$ cat src/hw/rtl/bcd_pkg.sv
// Package for the BC1/BC2/BC3 block decoder: format codes, register indexes,
// the front-to-back queue entry and the constant-divide helpers.
// No dependencies.
`default_nettype none

package bcd_pkg;

	localparam logic [1:0] FMT_BC1 = 2'd0;
	localparam logic [1:0] FMT_BC2 = 2'd1;
	localparam logic [1:0] FMT_BC3 = 2'd2;
	localparam logic [1:0] FMT_BC3_ALT = 2'd3;

	localparam logic REG_FORMAT = 1'b0;
	localparam logic REG_SWAP   = 1'b1;

	localparam logic [3:0] LAST_TEXEL = 4'hF;

	// One decoded block, ready to be expanded into texels.
	typedef struct packed {
		logic [1:0]       fmt;
		logic [3:0][23:0] cpal;   // {r, g, b}
		logic [7:0][7:0]  apal;
		logic [31:0]      cidx;   // 2 bits per texel
		logic [63:0]      aidx;   // BC2: 4 bits per texel, BC3: 3 bits per texel
	} bcd_entry_t;

	function automatic logic [63:0] swap_pairs(input logic [63:0] x);
		return ((x & 64'h00FF00FF00FF00FF) << 8) | ((x >> 8) & 64'h00FF00FF00FF00FF);
	endfunction

	// floor(v * 255 / 31) via reciprocal multiply, exact over 0..31
	function automatic logic [7:0] expand5(input logic [4:0] v);
		logic [12:0] x;
		logic [28:0] p;
		x = {v, 8'd0} - {8'd0, v};
		p = 29'(x) * 29'(33826);
		return p[27:20];
	endfunction

	// floor(v * 255 / 63), exact over 0..63
	function automatic logic [7:0] expand6(input logic [5:0] v);
		logic [13:0] x;
		logic [28:0] p;
		x = {v, 8'd0} - {8'd0, v};
		p = 29'(x) * 29'(16645);
		return p[27:20];
	endfunction

	// floor(x / 3) for x <= 765
	function automatic logic [7:0] div3(input logic [9:0] x);
		logic [19:0] p;
		p = 20'(x) * 20'(683);
		return p[18:11];
	endfunction

	// floor(x / 7) for x <= 1785
	function automatic logic [7:0] div7(input logic [10:0] x);
		logic [22:0] p;
		p = 23'(x) * 23'(2341);
		return p[21:14];
	endfunction

	// floor(x / 5) for x <= 1275
	function automatic logic [7:0] div5(input logic [10:0] x);
		logic [22:0] p;
		p = 23'(x) * 23'(3277);
		return p[21:14];
	endfunction

endpackage

`default_nettype wire

$ cat src/hw/rtl/bcd_front.sv
// Front end: takes block words, applies the byte-pair swap, expands endpoints
// and builds both palettes over two stages. Uses bcd_pkg.
`default_nettype none

module bcd_front
	import bcd_pkg::*;
(
	input  wire logic         clk,
	input  wire logic         arst_n,
	input  wire logic         in_valid,
	output logic              in_ready,
	input  wire logic [63:0]  in_lo,
	input  wire logic [63:0]  in_hi,
	input  wire logic [1:0]   block_format,
	input  wire logic         swap_byte_pairs,
	output logic              out_valid,
	input  wire logic         out_ready,
	output bcd_entry_t        out_entry
);

	logic        v_s1;
	logic [63:0] lo_s1, hi_s1;
	logic [1:0]  fmt_s1;

	logic        v_s2;
	logic [1:0]  fmt_s2;
	logic        three_s2;
	logic [7:0]  r0_s2, g0_s2, b0_s2, r1_s2, g1_s2, b1_s2;
	logic [31:0] cidx_s2;
	logic [63:0] aw_s2;
	logic [10:0] asum7_s2 [1:6];
	logic [10:0] asum5_s2 [1:4];

	logic        ready_s1, ready_s2;
	logic [63:0] cw;
	logic [15:0] c0, c1;
	logic [10:0] asum7 [1:6];
	logic [10:0] asum5 [1:4];

	assign ready_s2  = !v_s2 || out_ready;
	assign ready_s1  = !v_s1 || ready_s2;
	assign in_ready  = ready_s1;
	assign out_valid = v_s2;

	// stage 1: swap and capture; format 3 decodes as BC3
	always_ff @(posedge clk or negedge arst_n) begin
		if (!arst_n) begin
			v_s1 <= 1'b0;
		end else if (ready_s1) begin
			v_s1 <= in_valid;
		end
	end

	always_ff @(posedge clk) begin
		if (ready_s1 && in_valid) begin
			lo_s1  <= swap_byte_pairs ? swap_pairs(in_lo) : in_lo;
			hi_s1  <= swap_byte_pairs ? swap_pairs(in_hi) : in_hi;
			fmt_s1 <= (block_format == FMT_BC3_ALT) ? FMT_BC3 : block_format;
		end
	end

	// endpoint expansion and BC3 weighted alpha sums
	always_comb begin
		cw = (fmt_s1 == FMT_BC1) ? lo_s1 : hi_s1;
		c0 = cw[15:0];
		c1 = cw[31:16];
		for (int i = 1; i <= 6; i++) begin
			asum7[i] = 11'((7 - i) * lo_s1[7:0]) + 11'(i * lo_s1[15:8]);
		end
		for (int i = 1; i <= 4; i++) begin
			asum5[i] = 11'((5 - i) * lo_s1[7:0]) + 11'(i * lo_s1[15:8]);
		end
	end

	always_ff @(posedge clk or negedge arst_n) begin
		if (!arst_n) begin
			v_s2 <= 1'b0;
		end else if (ready_s2) begin
			v_s2 <= v_s1;
		end
	end

	always_ff @(posedge clk) begin
		if (ready_s2 && v_s1) begin
			fmt_s2   <= fmt_s1;
			three_s2 <= (fmt_s1 == FMT_BC1) && (c0 <= c1);
			r0_s2    <= expand5(c0[15:11]);
			g0_s2    <= expand6(c0[10:5]);
			b0_s2    <= expand5(c0[4:0]);
			r1_s2    <= expand5(c1[15:11]);
			g1_s2    <= expand6(c1[10:5]);
			b1_s2    <= expand5(c1[4:0]);
			cidx_s2  <= cw[63:32];
			aw_s2    <= lo_s1;
			asum7_s2 <= asum7;
			asum5_s2 <= asum5;
		end
	end

	// stage 2: interpolated palette entries
	always_comb begin
		out_entry         = '0;
		out_entry.fmt     = fmt_s2;
		out_entry.cidx    = cidx_s2;
		out_entry.cpal[0] = {r0_s2, g0_s2, b0_s2};
		out_entry.cpal[1] = {r1_s2, g1_s2, b1_s2};
		if (!three_s2) begin
			out_entry.cpal[2] = {
				div3({1'b0, r0_s2, 1'b0} + {2'b0, r1_s2}),
				div3({1'b0, g0_s2, 1'b0} + {2'b0, g1_s2}),
				div3({1'b0, b0_s2, 1'b0} + {2'b0, b1_s2})};
			out_entry.cpal[3] = {
				div3({2'b0, r0_s2} + {1'b0, r1_s2, 1'b0}),
				div3({2'b0, g0_s2} + {1'b0, g1_s2, 1'b0}),
				div3({2'b0, b0_s2} + {1'b0, b1_s2, 1'b0})};
		end else begin
			out_entry.cpal[2] = {
				8'((9'(r0_s2) + 9'(r1_s2)) >> 1),
				8'((9'(g0_s2) + 9'(g1_s2)) >> 1),
				8'((9'(b0_s2) + 9'(b1_s2)) >> 1)};
			out_entry.cpal[3] = 24'd0;
		end

		case (fmt_s2)
			FMT_BC1: begin
				// punch-through: index 3 transparent in the three-color branch
				out_entry.apal    = {8{8'hFF}};
				out_entry.apal[3] = three_s2 ? 8'h00 : 8'hFF;
				out_entry.aidx    = 64'd0;
			end
			FMT_BC2: begin
				out_entry.apal = {8{8'hFF}};
				out_entry.aidx = aw_s2;
			end
			default: begin
				out_entry.apal[0] = aw_s2[7:0];
				out_entry.apal[1] = aw_s2[15:8];
				if (aw_s2[7:0] > aw_s2[15:8]) begin
					for (int i = 1; i <= 6; i++) begin
						out_entry.apal[i + 1] = div7(asum7_s2[i]);
					end
				end else begin
					for (int i = 1; i <= 4; i++) begin
						out_entry.apal[i + 1] = div5(asum5_s2[i]);
					end
					out_entry.apal[6] = 8'h00;
					out_entry.apal[7] = 8'hFF;
				end
				out_entry.aidx = {16'd0, aw_s2[63:16]};
			end
		endcase
	end

endmodule

`default_nettype wire

$ cat src/hw/rtl/bcd_queue.sv
// Two-entry queue of decoded blocks between front and back end.
// Uses bcd_pkg for the entry type.
`default_nettype none

module bcd_queue
	import bcd_pkg::*;
(
	input  wire logic        clk,
	input  wire logic        arst_n,
	input  wire logic        in_valid,
	output logic             in_ready,
	input  wire bcd_entry_t  in_entry,
	output logic             out_valid,
	input  wire logic        out_ready,
	output bcd_entry_t       out_entry
);

	bcd_entry_t  slot_q [2];
	logic        wr_ptr_q, rd_ptr_q;
	logic [1:0]  count_q;
	logic        push, pop;

	assign in_ready  = (count_q != 2'd2);
	assign out_valid = (count_q != 2'd0);
	assign push      = in_valid && in_ready;
	assign pop       = out_ready && out_valid;
	assign out_entry = slot_q[rd_ptr_q];

	always_ff @(posedge clk or negedge arst_n) begin
		if (!arst_n) begin
			wr_ptr_q <= 1'b0;
			rd_ptr_q <= 1'b0;
			count_q  <= 2'd0;
		end else begin
			if (push) wr_ptr_q <= ~wr_ptr_q;
			if (pop)  rd_ptr_q <= ~rd_ptr_q;
			if (push && !pop)      count_q <= count_q + 2'd1;
			else if (pop && !push) count_q <= count_q - 2'd1;
		end
	end

	always_ff @(posedge clk) begin
		if (push) begin
			slot_q[wr_ptr_q] <= in_entry;
		end
	end

endmodule

`default_nettype wire

$ cat src/hw/rtl/bcd_back.sv
// Back end: holds one decoded block and emits its 16 texels, one a cycle while
// out_ready does not stall it, into an output register. Uses bcd_pkg.
`default_nettype none

module bcd_back
	import bcd_pkg::*;
(
	input  wire logic        clk,
	input  wire logic        arst_n,
	input  wire logic        in_valid,
	output logic             in_ready,
	input  wire bcd_entry_t  in_entry,
	output logic             out_valid,
	input  wire logic        out_ready,
	output logic [3:0]       texel_index,
	output logic [7:0]       red,
	output logic [7:0]       green,
	output logic [7:0]       blue,
	output logic [7:0]       alpha,
	output logic             last_texel
);

	bcd_entry_t  blk_q;
	logic        busy_q;
	logic [3:0]  cnt_q;
	logic        out_valid_q;

	logic        out_free, emit, done, load;
	logic [1:0]  ci;
	logic [3:0]  nib;
	logic [5:0]  a3_pos;
	logic [2:0]  ai;
	logic [23:0] rgb;
	logic [7:0]  a;

	assign out_free = !out_valid_q || out_ready;
	assign emit     = busy_q && out_free;
	assign done     = emit && (cnt_q == LAST_TEXEL);
	assign load     = in_valid && (!busy_q || done);
	assign in_ready = !busy_q || done;
	assign out_valid = out_valid_q;

	always_comb begin
		ci     = blk_q.cidx[{cnt_q, 1'b0} +: 2];
		nib    = blk_q.aidx[{cnt_q, 2'b00} +: 4];
		a3_pos = {1'b0, cnt_q, 1'b0} + {2'b00, cnt_q};
		ai     = blk_q.aidx[a3_pos +: 3];
		rgb    = blk_q.cpal[ci];
		case (blk_q.fmt)
			FMT_BC1: a = blk_q.apal[{1'b0, ci}];
			FMT_BC2: a = {nib, nib};
			default: a = blk_q.apal[ai];
		endcase
	end

	always_ff @(posedge clk or negedge arst_n) begin
		if (!arst_n) begin
			busy_q      <= 1'b0;
			cnt_q       <= 4'd0;
			out_valid_q <= 1'b0;
		end else begin
			if (load)      busy_q <= 1'b1;
			else if (done) busy_q <= 1'b0;
			if (emit) cnt_q <= cnt_q + 4'd1;
			if (emit)           out_valid_q <= 1'b1;
			else if (out_ready) out_valid_q <= 1'b0;
		end
	end

	always_ff @(posedge clk) begin
		if (load) begin
			blk_q <= in_entry;
		end
		if (emit) begin
			texel_index <= cnt_q;
			red         <= rgb[23:16];
			green       <= rgb[15:8];
			blue        <= rgb[7:0];
			alpha       <= a;
			last_texel  <= (cnt_q == LAST_TEXEL);
		end
	end

endmodule

`default_nettype wire

$ cat src/hw/rtl/bc1_bc2_bc3_block_decoder.sv
// Top level of the BC1/BC2/BC3 texture block decoder: config registers,
// front end, block queue and texel back end. Uses bcd_pkg, bcd_front,
// bcd_queue, bcd_back.
//
//  port group   dir   word                                  accepted when
//  s_*          in    one 16-byte block                     s_tvalid & s_tready
//  m_*          out   one texel, tlast on texel 15          m_tvalid & m_tready
//  wr_*         in    register write (0 format, 1 swap)     wr_en
//
// A block yields 16 texels at one per cycle while m_tready does not stall the
// output, so the texel back end sets the rate, with no gap between blocks.
// The first texel of a block reaches m_tdata through front stage 1, front stage 2,
// the queue, the block register and the output register.
// Up to two decoded blocks wait in the queue; s_tready drops once it and both front
// stages are full. m_tready low holds the output and fills the queue.
// Reset clears all valid flags, the texel counter and the config registers.
`default_nettype none

module bc1_bc2_bc3_block_decoder
	import bcd_pkg::*;
(
	input  wire logic         clk,
	input  wire logic         arst_n,
	input  wire logic         s_tvalid,
	output logic              s_tready,
	input  wire logic [127:0] s_tdata,  // block_low[63:0], block_high[127:64]
	output logic              m_tvalid,
	input  wire logic         m_tready,
	output logic [39:0]       m_tdata,  // texel_index[3:0], red[11:4], green[19:12],
	                                    // blue[27:20], alpha[35:28], zero[39:36]
	output logic              m_tlast,
	input  wire logic         wr_en,
	input  wire logic         wr_index,
	input  wire logic [1:0]   wr_data
);

	logic [1:0] format_q;
	logic       swap_q;

	logic       f_valid, f_ready, b_valid, b_ready;
	bcd_entry_t f_entry, b_entry;
	logic [3:0] texel_index;
	logic [7:0] red, green, blue, alpha;

	always_ff @(posedge clk or negedge arst_n) begin
		if (!arst_n) begin
			format_q <= FMT_BC1;
			swap_q   <= 1'b0;
		end else if (wr_en) begin
			case (wr_index)
				REG_FORMAT: format_q <= wr_data;
				REG_SWAP:   swap_q   <= wr_data[0];
				default:    ;
			endcase
		end
	end

	bcd_front u_front (
		.clk             (clk),
		.arst_n          (arst_n),
		.in_valid        (s_tvalid),
		.in_ready        (s_tready),
		.in_lo           (s_tdata[63:0]),
		.in_hi           (s_tdata[127:64]),
		.block_format    (format_q),
		.swap_byte_pairs (swap_q),
		.out_valid       (f_valid),
		.out_ready       (f_ready),
		.out_entry       (f_entry)
	);

	bcd_queue u_queue (
		.clk       (clk),
		.arst_n    (arst_n),
		.in_valid  (f_valid),
		.in_ready  (f_ready),
		.in_entry  (f_entry),
		.out_valid (b_valid),
		.out_ready (b_ready),
		.out_entry (b_entry)
	);

	bcd_back u_back (
		.clk         (clk),
		.arst_n      (arst_n),
		.in_valid    (b_valid),
		.in_ready    (b_ready),
		.in_entry    (b_entry),
		.out_valid   (m_tvalid),
		.out_ready   (m_tready),
		.texel_index (texel_index),
		.red         (red),
		.green       (green),
		.blue        (blue),
		.alpha       (alpha),
		.last_texel  (m_tlast)
	);

	assign m_tdata = {4'd0, alpha, blue, green, red, texel_index};

	// tlast marks exactly the sixteenth texel
	a_last_on_final: assert property (@(posedge clk) disable iff (!arst_n)
		m_tvalid |-> (m_tlast == (m_tdata[3:0] == LAST_TEXEL)))
		else $error("tlast does not match texel 15");

	// inside a block texels follow one another with no bubble
	a_no_gap_in_block: assert property (@(posedge clk) disable iff (!arst_n)
		m_tvalid && m_tready && !m_tlast |=>
			m_tvalid && (m_tdata[3:0] == $past(m_tdata[3:0]) + 4'd1))
		else $error("texel sequence broken inside a block");

	// a block the queue cannot take stays on the front output, unchanged
	a_queue_flow: assert property (@(posedge clk) disable iff (!arst_n)
		f_valid && !f_ready |=> f_valid && $stable(f_entry))
		else $error("front end dropped or changed a waiting block");

endmodule

`default_nettype wire

$ cat config.mk
export PLATFORM = sky130hd
export DESIGN_NAME = bc1_bc2_bc3_block_decoder
export DESIGN_NICKNAME = d
export VERILOG_FILES = /design/src/hw/rtl/bcd_pkg.sv /design/src/hw/rtl/bcd_front.sv /design/src/hw/rtl/bcd_queue.sv /design/src/hw/rtl/bcd_back.sv /design/src/hw/rtl/bc1_bc2_bc3_block_decoder.sv
export SDC_FILE = /design/constraint.sdc
export NUM_CORES = 2
export LEC_CHECK = 0
export BUFFER_PORTS_ARGS = -buffer_cell sky130_fd_sc_hd__buf_2
export CAP_MARGIN = 10
export CORE_UTILIZATION = 50
export CTS_CLUSTER_DIAMETER = 150
export DETAILED_ROUTE_END_ITERATION = 6
export PLACE_DENSITY = 0.66
export SYNTH_ARGS = -nofsm -noshare
export SYNTH_HDL_FRONTEND = slang
export SYNTH_SLANG_ARGS = --single-unit
export TNS_END_PERCENT = 10
$ cat constraint.sdc
create_clock -name clk -period 27 [get_ports clk]
set_input_delay 8.1 -clock clk [delete_from_list [all_inputs] [get_ports clk]]
set_output_delay 8.1 -clock clk [all_outputs]
set_load 0.005 [all_outputs]
[Word-level counts from Yosys, hierarchy flattened]
Memories as Yosys holds them, arrays and structs flattened. A register that Yosys moved wholly into a read port is not among the register bits.
Index checks and enable logic that the tools add are counted.
Word-level totals
  register bits: 439
  memory bits (writable): 516
  word-level logic and storage cells: 166
  memories kept: 1
Cells by class
  add/sub/neg operators: 29
  multiply operators: 28
  order comparisons: 5
  equality and inequality tests: 5
  shifts and indexed selects: 3
  mux-type cells: 23
  bitwise logic cells: 5
  reduce and logical (&&, ||, !) cells: 28
Memory list
  u_queue.slot_q: words 2, width 258, rd ports 1, clocked after memory_dff 1, wr ports 1, line bcd_queue.sv:18  | bcd_entry_t slot_q [2];
Operators by type and width (number)
  $pmux 64 s2: 2
  $mul 11x12->22 const B: 10
  $mux 64: 3
  $or 64x56->64: 2
  $mul 10x10->19 const B: 6
  $mul 13x15->27 const B: 4
  $mux 48: 2
  $shiftx 64x7->3: 1
  $shiftx 64x7->4: 1
  $mul 14x15->28 const B: 2
  $sub 13x5->13: 4
  $bmux 24 s2: 1
  $mul 2x8->10 const A: 4
  $shiftx 32x6->2: 1
  $add 8x9->10: 3
  $add 9x8->10: 3
  $sub 14x6->14: 2
  $add 8x8->9: 3
  $bmux 8 s3: 1
  $mux 24: 1
  $mux 8: 3
  $add 10x10->11: 2
  $mul 3x8->11 const A: 2
  $bmux 8 s2: 1
  31 further kinds: 62

[Depth between registers and ports, before layout]
  depth after elaboration: 9
  mapped depth: 28

[By module]
From an unflattened synthesis, not the netlist that was laid out.
Second synthesis, totals
  cell total of the unflattened synthesis: 6859
  area, all modules: 89508.3 sq um
Modules (own cells, without submodules)
  bcd_front: times used 1, cells an instance 5402, area an instance 56424.1 sq um
  bcd_queue: times used 1, cells an instance 821, area an instance 19653.8 sq um
  bcd_back: times used 1, cells an instance 623, area an instance 13266.5 sq um
  bc1_bc2_bc3_block_decoder: times used 1, cells an instance 13, area an instance 163.9 sq um

[Least setup slack after synthesis]
OpenSTA, ideal clock, no wires.
  path kind: input port to flip-flop
  start point: in m_tready
  end point: reg u_back.blk_q[0] (netlist name)
  data arrival time: 13467 ps
  required time: 26392 ps
  slack: 12925 ps
  stages on the path: 5
  path buffers: 0
  cell sequence: nand2b_1 nand2_1 nand2_1 o21ai_0 inv_1
Between the ends
  cells in the longest elaborated chain, start to end: 5
Ends and longest elaborated chain
  from (decl): line bc1_bc2_bc3_block_decoder.sv:28  | input wire logic m_tready,
  $logic_or 1x1->1: line bcd_back.sv:36  | assign out_free = !out_valid_q || out_ready;
  $logic_and 1x1->1: line bcd_back.sv:37  | assign emit = busy_q && out_free;
  $logic_and 1x1->1: line bcd_back.sv:38  | assign done = emit && (cnt_q == LAST_TEXEL);
  $logic_or 1x1->1: line bcd_back.sv:39  | assign load = in_valid && (!busy_q || done);
  $logic_and 1x1->1: line bcd_back.sv:39
  named net u_back.load: line bcd_back.sv:28  | logic out_free, emit, done, load;
The timed path passes the listed nets, and every way through them passes these cells.
A chain may end at the register's enable or synchronous reset.

[Final worst setup path]
  start point: reg u_queue.count_q[0]
  end point: out s_tready
Between the ends
  cells in the longest elaborated chain, start to end: 3
Ends and longest elaborated chain
  from (decl): line bcd_queue.sv:20  | logic [1:0] count_q;
  from (signal assigned): line bcd_queue.sv:37  | if (push && !pop) count_q <= count_q + 2'd1;
  from (signal assigned): line bcd_queue.sv:38  | else if (pop && !push) count_q <= count_q - 2'd1;
  $ne 2x2->1: line bcd_queue.sv:23  | assign in_ready = (count_q != 2'd2);
  $logic_or 1x1->1: line bcd_front.sv:40  | assign ready_s2 = !v_s2 || out_ready;
  $logic_or 1x1->1: line bcd_front.sv:41  | assign ready_s1 = !v_s1 || ready_s2;
  to (decl): line bc1_bc2_bc3_block_decoder.sv:25  | output logic s_tready,
No other way between the ends.

==> flow_summary.ini <==
[sta]
hold_slack_ns = 0.447
setup_violations = 0
totalNegativeSetupSlack_ns = 0
worst_pin_slew_ns = 1.13
finalMaxSlewViolations = 0
unrepaired_setup_endpoints_after_global_routing = no
minimum_clock_period_ns = 9.92
part_of_the_cycle_the_worst_path_needs_pct = 36.8
max-slew-margin-rel_pct = 25.0
skew_ns = 0.0684
final-hold-violation-count = 0
achievable-frequency_mhz = 101

[floorplan]
fp.dieArea_um2 = 178000
effective_utilization_at_floorplan_pct = 50.5
io-pin-count = 179
floorplan.die.height_um = 422
fp.dieW_um = 422
design.core.area_um2 = 174000
num_rows = 153

[routing]
routed_via_density = 5.53
1st_iter_drt_viols = 3177
ant_nets = 0
num_vias = 52000
drt_pre_antenna_iters = 5
route.final.wire_length_mm = 198
route.detailed.wl_per_inst_um = 21.0
detail_route.drc_violations = 0

[run_status]
run_status = completed

[setup_path]
critical_path.startpoint_type = flip-flop
crit_path_start = u_queue.count_q[0]
slowest_delay_ns = 0.45
worst-r2r-cell-count = 27
cp-end-kind = output pin
ff2ff_setup_slack_ns = 19.05
cp_data_required_time_ns = 18.90
data_arrival_time_of_the_critical_path_ns = 1.82
critical_path_class = flip-flop to output pin
slowest_stage = sky130_fd_sc_hd__dfrtp_1
r2r-end = u_queue.slot_q[1][255]
critical_path.n_buffers_inverters = 1
crit_chain = nand4b_1, buf_2
cp_top_family = flip-flops
worstSetupEndpoint = s_tready
path_max_fanout = 7
regToRegStartpoint = u_front.r1_s2[0]
timing.critical_path.depth = 2

[synth]
postSynthAreaPerCell_um2 = 13.1
synth_cell_type_count = 79
ys_ff_latch = 1199
synthDominantCellAreaShare_pct = 40.4
post_synth_main_area_contributors = sky130_fd_sc_hd__edfxtp_1 (40%), sky130_fd_sc_hd__ha_1 (22%), sky130_fd_sc_hd__fa_1 (9.6%), sky130_fd_sc_hd__mux2_2 (5.4%), sky130_fd_sc_hd__inv_1 (4.2%)
synth.most_common_cell = sky130_fd_sc_hd__ha_1
most_common_library_cells_after_synthesis = sky130_fd_sc_hd__ha_1 (1555), sky130_fd_sc_hd__edfxtp_1 (1184), sky130_fd_sc_hd__inv_1 (983), sky130_fd_sc_hd__mux2_2 (426), sky130_fd_sc_hd__fa_1 (424)
synthCells = 6746
dominantRegCellSynth = sky130_fd_sc_hd__edfxtp_1
ys.warnings.count = 0
async_flop_share_pct = 1.25
synth_enable_flop_cells = 1184
synth_top_cell_by_area = sky130_fd_sc_hd__edfxtp_1
synth_area_um2 = 88100
ys_seq_area_share_pct = 40.8

[finish]
areaGrowthSynthToFinish_pct = 9.25
number_of_fill_cells = 14300
total_area_of_multi_input_combinational_cells_um2 = 47900
num-nets-final = 9102
layout-drive-gt1-share_pct = 14.2
regArea_um2 = 35900

[clock_tree]
later_pin_clock_latency_in_the_skew_report_ns = 0.81
clkTransAtPathRegs_ns = 0.06
hold_buffers = 0
cts.sinks = 1199
cts-root-to-sink-buffers = 3
clock_tree.root_cell = sky130_fd_sc_hd__clkbuf_16
post_cts_resized = 0
tritoncts = built
buffers_inserted_during_post_cts_setup_optimization = 0
tritoncts.num_buffers = 133
htree_num_levels = 4

[place]
port-buffer-count = 174
finalWeightedCongestion = 0.860
dp_hpwl_mm = 148

[grt]
grt_max_degree = 161
first_global_vias = 54500
initial_antenna_violation_count = 3
globalRouteTotalUtil_pct = 22.6
overflow = 0
grt_first_pass_wirelength_mm = 309

[flow_run]
cap_violations = 0

[hold_path]
holdCritPathClass = flip-flop to flip-flop
[final cells by class]
cell class                      count  area share, %
Sequential cell                  1199           37.4
Tap cell                         2325           3.02
Antenna cell                        2        0.00520
Timing Repair Buffer              232           1.41
Clock inverter                     76          0.958
Multi-Input combinational cell   4436           49.8
Inverter                          985           3.85
Clock buffer                      158           3.58
[placed cells by master (no fill, tap or decap), drive strengths merged, types with 10 or more instances in the layout]
master,synthesis,layout
mux2,426,426
xor2,108,108
nand3,67,67
nand2b,37,37
clkinv,0,48
o21a,36,36
edfxtp,1184,1184
and2,24,24
nand4,21,21
o211ai,21,21
buf,33,232
ha,1555,1555
a211oi,17,17
mux4,117,117
a22oi,20,20
a21boi,10,10
nand3b,13,13
a31o,11,11
and3,44,44
a21o,86,86
or2,15,15
or3,24,24
nor3,63,63
nor2b,51,51
mux2i,77,77
clkbuf,96,158
a21oi,218,218
xnor2,232,232
inv,985,997
nand2,145,145
nor2,156,156
a22o,47,47
dfrtp,15,15
fa,424,424
a31oi,23,23
o21ai,153,153
o21bai,72,72
[routing by layer]
metal	GRT usage, %	vias up	wire, um
met1	29.4	25900	85700
met3	2.76	260	7620
met5	0	-	0
met2	38.9	954	98200
met4	7.49	0	6370
li1	-	24900	-
[logic make-up (layout without fill, tap and decap cells)]
| group | after synthesis | count (layout) | synth area share [%] |
|---|---|---|---|
| other | 1 | 6 | 0.00426 |
| DFF | 1199 | 1199 | 40.8 |
| xor gates and xnor gates | 340 | 340 | 3.38 |
| adders and majority gates | 1979 | 1979 | 31.7 |
| muxes | 620 | 620 | 9.31 |
| AOI/OAI and AO/OA | 803 | 803 | 6.00 |
| and+or+nand+nor | 690 | 690 | 3.94 |
| buffers and inverters | 1114 | 1451 | 4.83 |
[per-stage QoR]
| step | instances | util, % | setup slack, ns | instance area [um2] |
|---|---|---|---|---|
| floorplan | 6749 | - | 12.93 | 88100 |
| global placement | 9177 | 52.7 | 16.32 | 91800 |
| detailed placement | 9177 | 52.7 | 16.26 | 91800 |
| CTS | 9411 | 55.2 | 17.01 | 96200 |
| global route | 9411 | 55.2 | 16.97 | 96200 |
| finish | 9413 | 55.2 | 17.08 | 96200 |
[registers in the layout, indices dropped and copies added, names as in the netlist, 8 cells and up]
signal	count
u_back.alpha	8
u_back.blk_q	258
u_back.blue	8
u_back.green	8
u_back.red	8
u_front.asum5_s2	42
u_front.asum7_s2	58
u_front.aw_s2	60
u_front.b0_s2	8
u_front.b1_s2	8
u_front.cidx_s2	32
u_front.g0_s2	8
u_front.g1_s2	8
u_front.hi_s1	64
u_front.lo_s1	64
u_front.r0_s2	8
u_front.r1_s2	8
u_queue.slot_q	516
[worst min path at each step]
| stage | start | end | slack [ns] | cells after the start |
|---|---|---|---|---|
| global route | u_front.cidx_s2[25] | u_queue.slot_q[1][89] | 0.46 | 0 |
| CTS | u_front.cidx_s2[21] | u_queue.slot_q[0][85] | 0.45 | 0 |
| global placement | u_front.cidx_s2[4] | u_queue.slot_q[0][68] | 0.42 | 0 |
| floorplan | u_front.lo_s1[27] | u_front.aw_s2[27] | 0.42 | 0 |
| finish | u_front.cidx_s2[21] | u_queue.slot_q[0][85] | 0.45 | 0 |
| detailed placement | u_front.lo_s1[45] | u_front.aw_s2[45] | 0.43 | 0 |
[worst reg2reg max path, delay by kind of cell (launching register included)]
kind | cells | cell delay [ns]
DFF | 1 | 0.56
buffers and inverters | 5 | 0.24
and+or+nand+nor | 4 | 0.61
AOI/OAI and AO/OA | 9 | 2.80
xor gates and xnor gates | 1 | 0.33
adders and majority gates | 8 | 3.10
Power is left out: the tool's default activity adds up to more than one toggle a clock period on the data nets, which glitch-free logic cannot reach.
